$ cat config.mk
export PLATFORM = sky130hd
export DESIGN_NAME = bitmap_run_allocator_flat
export DESIGN_NICKNAME = d
export VERILOG_FILES = /design/src/sv/bra_pkg.sv /design/src/sv/bra_req_if.sv /design/src/sv/bra_rsp_if.sv /design/src/sv/bra_map_mem.sv /design/src/sv/bra_run_scan.sv /design/src/sv/bitmap_run_allocator.sv /design/src/flat_wrapper.sv
export VERILOG_INCLUDE_DIRS = /design/src /design/src/sv
export SDC_FILE = /design/constraint.sdc
export NUM_CORES = 2
export LEC_CHECK = 0
export BUFFER_PORTS_ARGS = -buffer_cell sky130_fd_sc_hd__buf_2
export CELL_PAD_IN_SITES_DETAIL_PLACEMENT = 1
export CELL_PAD_IN_SITES_GLOBAL_PLACEMENT = 1
export CORE_MARGIN = 2
export CORE_UTILIZATION = 55
export DETAILED_ROUTE_END_ITERATION = 7
export PLACE_DENSITY = 0.92
export SETUP_SLACK_MARGIN = 0.02
export SKIP_LAST_GASP = 1
export SYNTH_ARGS = -nofsm -noshare
export SYNTH_HDL_FRONTEND = slang
export SYNTH_SLANG_ARGS = --single-unit
export TNS_END_PERCENT = 10
$ cat constraint.sdc
create_clock -name clk -period 14.7 [get_ports clk]
set_input_delay 0.735 -clock clk [delete_from_list [all_inputs] [get_ports clk]]
set_output_delay 0.735 -clock clk [all_outputs]
set_load 0.05 [all_outputs]
$ cat src/sv/bitmap_run_allocator_macros.svh
// assertion macros for the bitmap run allocator
`ifndef BITMAP_RUN_ALLOCATOR_MACROS_SVH
`define BITMAP_RUN_ALLOCATOR_MACROS_SVH

// same-cycle implication, sampled on clk, off during rst
`define BRA_ASSERT_NOW(label, ante, cons, msg) \
  label: assert property (@(posedge clk) disable iff (rst) (ante) |-> (cons)) else $error(msg);

// next-cycle implication, sampled on clk, off during rst
`define BRA_ASSERT_NEXT(label, ante, cons, msg) \
  label: assert property (@(posedge clk) disable iff (rst) (ante) |=> (cons)) else $error(msg);

`endif

$ cat src/sv/bra_pkg.sv
// shared constants, types and helpers of the bitmap run allocator
`timescale 1ns / 1ps

package bra_pkg;

  localparam int MAP_BITS      = 1024;
  localparam int WORD_W        = 16;
  localparam int WORDS         = MAP_BITS / WORD_W;
  localparam int WADDR_W       = $clog2(WORDS);
  localparam int BIT_W         = $clog2(WORD_W);
  localparam int FUNC_W        = 3;
  localparam int IDX_W         = 10;
  localparam int CNT_W         = 11;
  localparam int LEN_W         = $clog2(MAP_BITS) + 1;
  localparam int CFG_W         = 8;
  localparam int MAP_BYTES_MAX = MAP_BITS / 8;

  localparam logic [CFG_W-1:0] MAP_BYTES_RESET = CFG_W'(128);

  typedef logic [WORD_W-1:0] word_t;

  localparam word_t WORD_ONES = {WORD_W{1'b1}};

  typedef enum logic [FUNC_W-1:0] {
    FN_TEST      = 3'd0,
    FN_SET       = 3'd1,
    FN_CLEAR     = 3'd2,
    FN_ALLOC     = 3'd3,
    FN_CLEAR_ALL = 3'd4
  } func_t;

  typedef enum logic [2:0] {
    S_IDLE,
    S_BIT_RD,
    S_BIT_OP,
    S_SCAN_PRIME,
    S_SCAN,
    S_MARK_PRIME,
    S_MARK,
    S_RESP
  } state_t;

  typedef struct packed {
    logic             hit;
    logic [BIT_W-1:0] pos;
    logic [LEN_W-1:0] run_out;
  } scan_res_t;

  // active map length in blocks, saturated at the map size
  function automatic logic [LEN_W-1:0] len_of(input logic [CFG_W-1:0] mb);
    logic [LEN_W-1:0] len;
    if (int'(mb) > MAP_BYTES_MAX) len = LEN_W'(MAP_BITS);
    else len = LEN_W'({mb, 3'b000});
    return len;
  endfunction

endpackage

$ cat src/sv/bra_req_if.sv
// request channel: valid, ready and one request
`timescale 1ns / 1ps

interface bra_req_if import bra_pkg::*; ();
  logic              valid;
  logic              ready;
  logic [FUNC_W-1:0] func;
  logic [IDX_W-1:0]  index;
  logic [CNT_W-1:0]  count;

  modport source(output valid, func, index, count, input ready);
  modport sink(input valid, func, index, count, output ready);
endinterface

$ cat src/sv/bra_rsp_if.sv
// response channel: valid, ready and one result
`timescale 1ns / 1ps

interface bra_rsp_if import bra_pkg::*; ();
  logic             valid;
  logic             ready;
  logic             bit_set;
  logic             ok;
  logic [IDX_W-1:0] start_res;

  modport source(output valid, bit_set, ok, start_res, input ready);
  modport sink(input valid, bit_set, ok, start_res, output ready);
endinterface

$ cat src/sv/bra_map_mem.sv
// allocation map memory with per-word valid flags and registered read
`timescale 1ns / 1ps

module bra_map_mem import bra_pkg::*; (
  input  logic               clk,
  input  logic               rst,
  input  logic [WADDR_W-1:0] rd_addr,
  output word_t              rd_data,
  input  logic               wr_en,
  input  logic [WADDR_W-1:0] wr_addr,
  input  word_t              wr_data,
  input  logic               clr_all
);

  word_t            mem [WORDS];
  logic [WORDS-1:0] word_valid;
  word_t            rdata;
  logic             rvalid;

  always_ff @(posedge clk) begin
    if (wr_en) begin
      mem[wr_addr] <= wr_data;
    end
    rdata <= mem[rd_addr];
  end

  always_ff @(posedge clk) begin
    if (rst || clr_all) begin
      word_valid <= '0;
      rvalid     <= 1'b0;
    end else begin
      if (wr_en) begin
        word_valid[wr_addr] <= 1'b1;
      end
      rvalid <= word_valid[rd_addr];
    end
  end

  // a word never written since clear reads as free
  assign rd_data = rvalid ? rdata : '0;

endmodule

$ cat src/sv/bra_run_scan.sv
// one map word of the first-fit search: hit position and carried run
`timescale 1ns / 1ps

module bra_run_scan import bra_pkg::*; (
  input  word_t            word,
  input  logic [LEN_W-1:0] run,
  input  logic [CNT_W-1:0] cnt,
  input  logic             tail,
  input  logic [BIT_W-1:0] tail_hi,
  output scan_res_t        res
);

  always_comb begin
    logic [WORD_W-1:0] hit_vec;
    word_t             below;
    logic [CNT_W-1:0]  jp1;
    logic [BIT_W-1:0]  lo;
    logic [BIT_W-1:0]  top;
    logic              found;

    hit_vec = '0;
    below   = '0;
    jp1     = '0;
    lo      = '0;
    top     = '0;
    found   = 1'b0;
    res     = '0;

    for (int j = 0; j < WORD_W; j++) begin
      jp1   = CNT_W'(j + 1);
      below = word & (WORD_ONES >> (WORD_W - 1 - j));
      if (cnt <= jp1) begin
        lo         = BIT_W'(jp1 - cnt);
        hit_vec[j] = ((below >> lo) == '0);
      end else begin
        hit_vec[j] = (below == '0) && (run >= LEN_W'(cnt - jp1));
      end
      if (tail && (BIT_W'(j) > tail_hi)) begin
        hit_vec[j] = 1'b0;
      end
    end

    for (int j = 0; j < WORD_W; j++) begin
      if (!found && hit_vec[j]) begin
        res.pos = BIT_W'(j);
        found   = 1'b1;
      end
    end
    res.hit = found;

    for (int k = 0; k < WORD_W; k++) begin
      if (word[k]) top = BIT_W'(k);
    end
    if (word == '0) res.run_out = run + LEN_W'(WORD_W);
    else res.run_out = LEN_W'(BIT_W'(WORD_W - 1) - top);
  end

endmodule

$ cat src/sv/bitmap_run_allocator.sv
// first-fit bitmap run allocator top level
// usage:
//   req carries one request (func, index, count) per transaction; rsp returns
//   exactly one result (bit_set, ok, start_res) for each request, in order.
//   cfg_we with cfg_wdata writes map_bytes, the number of map bytes in use.
// timing:
//   one request is in work at a time; req.ready is high while no request is
//   in work, also while an earlier result still waits in the rsp register.
//   test, set and clear: S_BIT_RD reads the word, S_BIT_OP tests or writes it,
//   S_RESP registers the result; out-of-range, clear-all, failed precheck: S_RESP only.
//   allocate: the map is read 16 bits per cycle over one memory read port;
//   S_SCAN_PRIME starts the read, S_SCAN searches word by word up to the hit word
//   (at most 64 words), then S_MARK_PRIME and S_MARK mark the words of the run,
//   and S_RESP registers the result; a full miss searches up to the last active word.
// reset:
//   rst clears the map at once through per-word valid flags, sets map_bytes
//   to 128 and empties the rsp register; no clearing pass is needed.
// stall:
//   a result that cannot enter the rsp register holds the request in work;
//   the rsp payload stays fixed until the transaction completes.
`timescale 1ns / 1ps
`include "bitmap_run_allocator_macros.svh"

module bitmap_run_allocator import bra_pkg::*; (
  input  logic             clk,
  input  logic             rst,
  bra_req_if.sink          req,
  bra_rsp_if.source        rsp,
  input  logic             cfg_we,
  input  logic [CFG_W-1:0] cfg_wdata
);

  state_t             state, state_next;
  logic [CFG_W-1:0]   map_bytes;
  func_t              func_q, func_q_next;
  logic [IDX_W-1:0]   idx_q, idx_q_next;
  logic [CNT_W-1:0]   cnt_q, cnt_q_next;
  logic [IDX_W-1:0]   lenm1_q, lenm1_q_next;
  logic [WADDR_W-1:0] addr, addr_next;
  logic [WADDR_W-1:0] rword_addr;
  logic [LEN_W-1:0]   run, run_next;
  logic [IDX_W-1:0]   start_q, start_q_next;
  logic [IDX_W-1:0]   end_q, end_q_next;
  logic               res_bit, res_bit_next;
  logic               res_ok, res_ok_next;
  logic [IDX_W-1:0]   res_start, res_start_next;
  logic               rsp_valid;
  logic               rsp_load;

  logic               wr_en;
  word_t              wr_data;
  word_t              rd_data;
  logic               clr_all;
  logic [LEN_W-1:0]   len_cur;
  logic [LEN_W-1:0]   len_cur_m1;
  logic [WADDR_W-1:0] last_w;
  scan_res_t          scan;
  logic [IDX_W-1:0]   hit_i;
  logic [IDX_W-1:0]   start_calc;
  logic [BIT_W-1:0]   mark_lo;
  logic [BIT_W-1:0]   mark_hi;
  word_t              mark_mask;
  word_t              bit_mask;

  assign len_cur    = len_of(map_bytes);
  assign len_cur_m1 = len_cur - LEN_W'(1);
  assign last_w     = lenm1_q[IDX_W-1:BIT_W];

  bra_map_mem u_mem (
    .clk     (clk),
    .rst     (rst),
    .rd_addr (addr),
    .rd_data (rd_data),
    .wr_en   (wr_en),
    .wr_addr (rword_addr),
    .wr_data (wr_data),
    .clr_all (clr_all)
  );

  bra_run_scan u_scan (
    .word    (rd_data),
    .run     (run),
    .cnt     (cnt_q),
    .tail    (rword_addr == last_w),
    .tail_hi (lenm1_q[BIT_W-1:0]),
    .res     (scan)
  );

  assign hit_i      = {rword_addr, scan.pos};
  assign start_calc = IDX_W'(({1'b0, hit_i} + LEN_W'(1)) - LEN_W'(cnt_q));
  assign mark_lo    = (rword_addr == start_q[IDX_W-1:BIT_W]) ? start_q[BIT_W-1:0] : '0;
  assign mark_hi    = (rword_addr == end_q[IDX_W-1:BIT_W]) ? end_q[BIT_W-1:0]
                                                           : BIT_W'(WORD_W - 1);
  assign mark_mask  = (WORD_ONES << mark_lo) & (WORD_ONES >> (BIT_W'(WORD_W - 1) - mark_hi));
  assign bit_mask   = word_t'(1) << idx_q[BIT_W-1:0];

  always_ff @(posedge clk) begin
    if (rst) begin
      state     <= S_IDLE;
      map_bytes <= MAP_BYTES_RESET;
      rsp_valid <= 1'b0;
    end else begin
      state <= state_next;
      if (cfg_we) begin
        map_bytes <= cfg_wdata;
      end
      if (rsp_load) begin
        rsp_valid <= 1'b1;
      end else if (rsp.ready) begin
        rsp_valid <= 1'b0;
      end
    end
  end

  always_ff @(posedge clk) begin
    func_q     <= func_q_next;
    idx_q      <= idx_q_next;
    cnt_q      <= cnt_q_next;
    lenm1_q    <= lenm1_q_next;
    addr       <= addr_next;
    rword_addr <= addr;
    run        <= run_next;
    start_q    <= start_q_next;
    end_q      <= end_q_next;
    res_bit    <= res_bit_next;
    res_ok     <= res_ok_next;
    res_start  <= res_start_next;
    if (rsp_load) begin
      rsp.bit_set   <= res_bit;
      rsp.ok        <= res_ok;
      rsp.start_res <= res_start;
    end
  end

  assign rsp.valid = rsp_valid;
  assign req.ready = (state == S_IDLE);

  always_comb begin
    state_next     = state;
    func_q_next    = func_q;
    idx_q_next     = idx_q;
    cnt_q_next     = cnt_q;
    lenm1_q_next   = lenm1_q;
    addr_next      = addr;
    run_next       = run;
    start_q_next   = start_q;
    end_q_next     = end_q;
    res_bit_next   = res_bit;
    res_ok_next    = res_ok;
    res_start_next = res_start;
    wr_en          = 1'b0;
    wr_data        = rd_data;
    clr_all        = 1'b0;
    rsp_load       = 1'b0;

    unique case (state)
      S_IDLE: begin
        if (req.valid) begin
          func_q_next    = func_t'(req.func);
          idx_q_next     = req.index;
          cnt_q_next     = req.count;
          lenm1_q_next   = len_cur_m1[IDX_W-1:0];
          res_bit_next   = 1'b0;
          res_ok_next    = 1'b0;
          res_start_next = '0;
          state_next     = S_RESP;
          unique case (func_t'(req.func))
            FN_TEST: begin
              if (LEN_W'(req.index) < len_cur) begin
                addr_next  = req.index[IDX_W-1:BIT_W];
                state_next = S_BIT_RD;
              end else begin
                res_ok_next = 1'b1;
              end
            end
            FN_SET, FN_CLEAR: begin
              if (LEN_W'(req.index) < len_cur) begin
                addr_next  = req.index[IDX_W-1:BIT_W];
                state_next = S_BIT_RD;
              end
            end
            FN_ALLOC: begin
              if ((req.count != '0) && (LEN_W'(req.count) <= len_cur)) begin
                addr_next  = '0;
                run_next   = '0;
                state_next = S_SCAN_PRIME;
              end
            end
            FN_CLEAR_ALL: begin
              clr_all     = 1'b1;
              res_ok_next = 1'b1;
            end
            default: begin
              state_next = S_RESP;
            end
          endcase
        end
      end
      S_BIT_RD: begin
        state_next = S_BIT_OP;
      end
      S_BIT_OP: begin
        res_ok_next = 1'b1;
        priority if (func_q == FN_TEST) begin
          res_bit_next = |(rd_data & bit_mask);
        end else if (func_q == FN_SET) begin
          wr_en   = 1'b1;
          wr_data = rd_data | bit_mask;
        end else begin
          wr_en   = 1'b1;
          wr_data = rd_data & ~bit_mask;
        end
        state_next = S_RESP;
      end
      S_SCAN_PRIME: begin
        addr_next  = addr + WADDR_W'(1);
        state_next = S_SCAN;
      end
      S_SCAN: begin
        addr_next = addr + WADDR_W'(1);
        run_next  = scan.run_out;
        if (scan.hit) begin
          start_q_next = start_calc;
          end_q_next   = hit_i;
          addr_next    = start_calc[IDX_W-1:BIT_W];
          state_next   = S_MARK_PRIME;
        end else if (rword_addr == last_w) begin
          state_next = S_RESP;
        end
      end
      S_MARK_PRIME: begin
        addr_next  = addr + WADDR_W'(1);
        state_next = S_MARK;
      end
      S_MARK: begin
        wr_en     = 1'b1;
        wr_data   = rd_data | mark_mask;
        addr_next = addr + WADDR_W'(1);
        if (rword_addr == end_q[IDX_W-1:BIT_W]) begin
          res_ok_next    = 1'b1;
          res_start_next = start_q;
          state_next     = S_RESP;
        end
      end
      S_RESP: begin
        if (!rsp_valid || rsp.ready) begin
          rsp_load   = 1'b1;
          state_next = S_IDLE;
        end
      end
      default: begin
        state_next = S_IDLE;
      end
    endcase
  end

  `BRA_ASSERT_NOW(a_scan_bound, state == S_SCAN, rword_addr <= last_w,
                  "search read past the last active word")
  `BRA_ASSERT_NOW(a_mark_span, state == S_MARK,
                  (rword_addr >= start_q[IDX_W-1:BIT_W]) && (rword_addr <= end_q[IDX_W-1:BIT_W]),
                  "marking wrote outside the allocated run")
  `BRA_ASSERT_NOW(a_alloc_fit, rsp_load && res_ok && (func_q == FN_ALLOC),
                  (LEN_W'(res_start) + LEN_W'(cnt_q)) <= (LEN_W'(lenm1_q) + LEN_W'(1)),
                  "allocated run extends beyond the active map")
  `BRA_ASSERT_NEXT(a_clear_all_resp,
                   (state == S_IDLE) && req.valid && (req.func == FN_CLEAR_ALL),
                   (state == S_RESP) && res_ok,
                   "clear-all did not go straight to response")

endmodule
$ cat src/flat_wrapper.sv
// flat-port wrapper written by rule: the top's interface ports become plain ports
module bitmap_run_allocator_flat import bra_pkg::*;
  (clk, rst, cfg_we, cfg_wdata, req_valid, req_func, req_index, req_count, req_ready, rsp_valid, rsp_bit_set, rsp_ok, rsp_start_res, rsp_ready);
  bra_req_if req_i ();
  bra_rsp_if rsp_i ();
  input  logic clk;
  input  logic rst;
  input  logic cfg_we;
  input  logic [CFG_W-1:0] cfg_wdata;
  input wire logic [$bits(req_i.valid)-1:0] req_valid;
  input wire logic [$bits(req_i.func)-1:0] req_func;
  input wire logic [$bits(req_i.index)-1:0] req_index;
  input wire logic [$bits(req_i.count)-1:0] req_count;
  output wire logic [$bits(req_i.ready)-1:0] req_ready;
  output wire logic [$bits(rsp_i.valid)-1:0] rsp_valid;
  output wire logic [$bits(rsp_i.bit_set)-1:0] rsp_bit_set;
  output wire logic [$bits(rsp_i.ok)-1:0] rsp_ok;
  output wire logic [$bits(rsp_i.start_res)-1:0] rsp_start_res;
  input wire logic [$bits(rsp_i.ready)-1:0] rsp_ready;
  assign req_i.valid = req_valid;
  assign req_i.func = req_func;
  assign req_i.index = req_index;
  assign req_i.count = req_count;
  assign req_ready = req_i.ready;
  assign rsp_valid = rsp_i.valid;
  assign rsp_bit_set = rsp_i.bit_set;
  assign rsp_ok = rsp_i.ok;
  assign rsp_start_res = rsp_i.start_res;
  assign rsp_i.ready = rsp_ready;
  bitmap_run_allocator u_core (.clk(clk), .rst(rst), .req(req_i), .rsp(rsp_i), .cfg_we(cfg_we), .cfg_wdata(cfg_wdata));
endmodule
; ---- After elaboration in Yosys (flattened, before gate mapping)
; Memory sizes are Yosys's and may differ from the RTL's. A register that Yosys moved wholly into a read port is not among the register bits.
; Index checks and enable logic that the tools add are counted.
[classes]
addsub = 39
order_cmp = 54
eq_ne = 25
shift = 19
muxes = 131
n_bitwise = 7
reduce_logical = 120
[op_table]
columns = operator, count
row1 = 16-bit zero test, 32
row2 = 11-bit >= comparator, 16
row3 = 4-bit 2-to-1 mux, 30
row4 = "11-bit by 4-bit <= comparator with 1-bit output, second input constant", 8
row5 = "11-bit by 4-bit subtractor with 11-bit output, second input constant", 8
row6 = 1-bit 2-to-1 mux, 67
row7 = 64-bit bitwise OR, 1
row8 = 11-bit 2-to-1 mux, 5
row9 = 1-bit logical AND, 49
row10 = 16-bit AND, 3
row11 = 16-bit 2-to-1 mux, 3
row12 = "11-bit by 3-bit <= comparator with 1-bit output, second input constant", 4
row13 = "11-bit by 3-bit subtractor with 11-bit output, second input constant", 4
row14 = "4-bit subtractor, first input constant", 9
row15 = "4-bit > comparator, first input constant", 8
row16 = 16-bit bitwise OR, 2
row17 = 16-bit case mux with 2 select lines, 1
row18 = 6-bit 2-to-1 mux, 4
row19 = 3-bit case mux with 8 select lines, 1
row20 = "11-bit by 2-bit <= comparator with 1-bit output, second input constant", 2
row21 = 11-bit case mux with 2 select lines, 1
row22 = "11-bit by 2-bit subtractor with 11-bit output, second input constant", 2
row23 = 3-bit 2-to-1 mux, 7
row24 = 10-bit 2-to-1 mux, 2
row25 = other kinds (68), 126
[totals]
ff_bits = 172
ramBits = 1024
input_bits = 37
elab_cells = 416
n_memories = 1
[memory_table]
columns = name, depth, word_bits, read_ports, rd_clocked_by_memory_dff, wr, line
row1 = u_core.u_mem.mem, 64, 16, 1, 1, 1, bra_map_mem.sv:15  ; word_t mem [WORDS];

; ---- Logic depth before layout (Yosys ltp)
[logic_depth]
word_depth = 55
mapped_depth = 33
ltp_nobuf = 30

; ---- By module
; A second synthesis with hierarchy kept.
[unflattened]
hier_cells = 3649
hier_area_um2 = 55698.4
[modules_own_cells]
columns = mod, n_inst, cells_each, area_each_um2, seq_area_each_um2
row1 = bra_map_mem, 1, 2052, 42414.4, 32371.0
row2 = bra_run_scan, 1, 1070, 7556.0, 0.0
row3 = bitmap_run_allocator, 1, 527, 5728.0, 2942.8

; ---- Worst setup path before layout
; OpenSTA, ideal clock, no wires.
[synth_timing]
path_kind = register -> register
start = reg u_core.cnt_q[5]
end = reg u_core.addr[5] (data pin)
setup_ps = 275
arrival_ps = 6122
required_time_ps = 14425
setup_slack_ps = 8303
path_stages_with_launch = 32
n_path_buf = 4
period_less_slack_ps = 6397
path_cell_list = edfxtp_1 -> buf_1 -> inv_2 -> ha_1 -> clkbuf_1 -> and2_1 -> clkbuf_1 -> nand2_1 -> xor2_1 -> ha_1 -> o2111ai_1 -> or4_1 -> o211a_1 -> o31ai_1 -> nor4b_4 -> nand3_1 -> buf_2 -> a211oi_2 -> a311o_1 -> ha_1 -> ha_1 -> inv_1 -> fa_1 -> nor2b_1 -> o21ai_0 -> a21boi_0 -> o21ai_0 -> nand2b_1 -> a31o_2 -> xnor2_1 -> o311ai_1 -> o211ai_1
[synth_lines]
columns = element, line
row1 = start: declaration, bitmap_run_allocator.sv:37  ; logic [CNT_W-1:0] cnt_q, cnt_q_next;
row2 = start signal: assignment, bitmap_run_allocator.sv:118  ; cnt_q <= cnt_q_next;
row3 = end signal: assignment, bitmap_run_allocator.sv:120  ; addr <= addr_next;
row4 = end: declaration, bitmap_run_allocator.sv:39  ; logic [WADDR_W-1:0] addr, addr_next;

==> results.cfg <==
[synth]
synth_nets = 4178
ys_async_sr_fraction_pct = 0
synth_enable_flop_cells = 1110
synth_ff_type = edfxtp_1
yosysUniqueCellTypes = 94
netlist_instances = 3942
ys_seq_elements = 1209
syn_area_um2 = 56100
ys_warn_count = 0
synth_seq_area_share_pct = 62.9
syn_area_per_cell_um2 = 14.2

[setup_path]
reg2reg_setup_slack_ns = 6.55
cp.arrival_ns = 8.59
r2r_cells = 27
reg2reg_from = u_core.cnt_q[5]$_DFFE_PP_
cp.required_ns = 15.14
path_class = register to register
cp-start-kind = register
r2r_end = u_core.addr[5]$_DFFE_PP_
cp-end-kind = register
worstPathMaxFanout = 19

[power_and_ir_drop]
clkPwrFrac_pct = 23.6
internal_power_mw = 7.64
swShare_pct = 41.4
peakVddDrop_uv = 288
p_total_mw = 13.0
power.density_nw_per_um2 = 209
p_leak_nw = 21.5
combPwrFrac_pct = 41.0
power.switching_mw = 5.39
p_seq_share_pct = 35.4

[sta]
finalCriticalPeriod_ns = 8.15
finalMaxSlewViolations = 1
worst_pin_slew_ns = 1.49
slew_headroom_pct = -0.149
max_freq_ghz = 0.123
setup_tns_ns = 0
finalSetupViolations = 0
post-route-period-util_pct = 55.4
rsz0062_at_grt = no
hold_viol_final = 0
skew_ns = 0.0636

[grt]
grt_max_degree = 141
grt_antenna_before_repair = 15
grt_util_all_layers_pct = 40.3
grt_pass1_vias = 41213
overflow = 0
grt_pass1_wl_um = 300000

[final_layout]
fill_cells = 9365
nets = 4248
layout_commonest_cell = edfxtp_1
final_util_pct = 61.4
syn_to_final_growth_pct = 11.0
layout-drive-gt1-share_pct = 15.6
final_cell_mix = 1110 x edfxtp_1, 269 x nand2_1, 268 x a21oi_1, 217 x mux2i_1, 198 x ha_1

[route]
drc = 1
drtIter0Drc = 6988
routed_wl_um = 211000
dr.pass1.iters = 8
ant_nets = 0
routed_via_density = 7.45
wl_per_cell_um = 38.4
vias = 40842

[clocking]
cts_tree = done
cts-resized-gates = 0
clock-sinks = 1209
clock_latency_ns = 0.75
ctsHoldBuffers = 0
clkTransAtPathRegs_ns = 0.08
htree_levels = 3
cts_setup_buffers = 0
clk_path_buf_depth = 3
cts_buffers = 114
cts_root_buf = clkbuf_16

[floorplan]
die_area_um2 = 105000
fp.dieH_um = 323
fp-row-count = 117
die_w_um = 323
coreArea_um2 = 101000
boundaryPins = 51
start_util_pct = 55.3

[outcome]
outcome = complete, but fails checks
violations = DRC, capacitance limit, slew limit

[worst_hold_path]
min_from = req_index[2]
worstHoldPathCells = 1
worstHoldPathType = primary input to register
hold_end = u_core.idx_q[2]$_DFFE_PP_

[flow_run]
maxCapViolations = 1

[placement]
portBuffers = 50
hpwl_um = 123000
gp_congestion = 1.00
-- how the worst max path moves through the flow --
stage | startpoint | to | slack [ns] | depth (start not counted)
final | u_core.cnt_q[5]$_DFFE_PP_ | u_core.addr[5]$_DFFE_PP_ | 6.55 | 27
after global routing | u_core.cnt_q[5]$_DFFE_PP_ | u_core.addr[5]$_DFFE_PP_ | 6.12 | 27
after CTS | u_core.cnt_q[5]$_DFFE_PP_ | u_core.addr[5]$_DFFE_PP_ | 6.70 | 27
after detailed placement | u_core.cnt_q[5]$_DFFE_PP_ | u_core.addr[5]$_DFFE_PP_ | 6.74 | 27
after global placement | u_core.cnt_q[5]$_DFFE_PP_ | u_core.addr[5]$_DFFE_PP_ | 7.05 | 28
after floorplan | u_core.cnt_q[5]$_DFFE_PP_ | u_core.addr[5]$_DFFE_PP_ | 8.30 | 31
-- metrics by stage --
stage | worst slack [ns] | cell area, µm² | hold slack [ns] | instances
finish | 6.55 | 62300 | 0.168 | 5483
CTS | 6.70 | 62300 | 0.155 | 5477
global placement | 7.05 | 58500 | 0.402 | 5263
detailed placement | 6.74 | 58500 | 0.413 | 5263
global route | 6.12 | 62300 | 0.160 | 5478
floorplan | 8.30 | 56100 | 0.346 | 3942
-- state kept, by name (all words and copies together) (netlist names), 3 cells and up --
register                 cells
u_core.rsp.start_res        10
u_core.end_q                10
u_core.lenm1_q               7
u_core.map_bytes             8
u_core.func_q                3
u_core.rword_addr            6
u_core.u_mem.word_valid     64
u_core.cnt_q                11
u_core.start_q              10
u_core.run                  11
u_core.idx_q                 4
u_core.state                 3
u_core.u_mem.mem          1024
u_core.u_mem.rdata          16
u_core.res_start            10
u_core.addr                  6
-- power groups by stage --
| stage | Sequential [mW] | Combinational, mW | Clock [mW] |
|---|---|---|---|
| detailed placement | 4.65 | 4.87 | 0 |
| global placement | 4.63 | 4.57 | 0 |
| global route | 4.60 | 5.46 | 3.17 |
| floorplan | 4.52 | 3.09 | 0 |
| CTS | 4.58 | 5.09 | 3.07 |
| finish | 4.62 | 5.34 | 3.08 |
-- worst max-delay path, stage by stage (launching register included) --
cell and delay [ns]:
edfxtp_1 0.68, inv_2 0.41, ha_1 0.82, and2_1 0.67, nand2_1 0.13, xor2_1 0.18
ha_1 0.31, o2111ai_1 0.14, or4_1 0.54, o211a_1 0.22, o31ai_1 0.66, nor4b_4 0.13
nand3_1 0.43, nor2_1 0.13, a311o_1 0.40, ha_1 0.19, ha_1 0.20, inv_1 0.07
fa_1 0.20, nor2b_1 0.05, o21ai_0 0.23, a21boi_0 0.16, o21ai_0 0.17, nand2b_1 0.10
a31o_2 0.26, xnor2_1 0.14, o311ai_1 0.09, o211ai_1 0.14
-- cell families after synthesis --
| family | after synthesis | share of synthesized area (%) |
|---|---|---|
| multiplexers | 442 | 11.5 |
| buffers and inverters | 299 | 2.05 |
| flip-flops | 1209 | 62.9 |
| AND/OR/NAND/NOR | 727 | 6.08 |
| adder cells (fa/ha/maj) | 200 | 4.47 |
| AO/OA/AOI/OAI | 908 | 10.5 |
| XOR/XNOR | 157 | 2.45 |
-- cell type report --
cell class                 count  area, µm²  share of cell area [%]
inverter                      73        274                   0.440
antenna                        5       12.5                  0.0201
sequential                  1209      35300                    56.7
multi-input combinational   2434      20000                    32.0
clock buffer                 164       3250                    5.22
timing repair buffer         180       1280                    2.05
tap                         1368       1710                    2.75
clock inverter                50        517                   0.829
-- cells in the mapped netlist, drive strengths merged, types with 27 or more instances --
master | number | share of area, %
o21ai | 160 | 1.4
inv | 71 | 0.47
a21o | 31 | 0.41
o221ai | 73 | 1.1
nor2 | 184 | 1.2
xor2 | 42 | 0.66
edfxtp | 1110 | 59
mux2 | 68 | 1.4
mux4 | 157 | 6.3
nor3 | 36 | 0.32
nor2b | 33 | 0.37
xnor2 | 115 | 1.8
ha | 198 | 4.4
dfxtp | 99 | 3.5
a21oi | 275 | 2.5
nand2b | 27 | 0.30
clkbuf | 152 | 1.0
mux2i | 217 | 3.9
buf | 74 | 0.54
o22ai | 79 | 0.88
nand3 | 45 | 0.40
o21a | 84 | 1.1
nand2 | 270 | 1.8
-- metal layers --
layer | routed length, µm | GRT usage, %
met4 | 16200 | 25.6
met2 | 96100 | 62.5
met1 | 70600 | 50.2
met5 | 153 | 0.231
met3 | 27500 | 11.2
No activity file was read; power rests on OpenSTA's default activity.
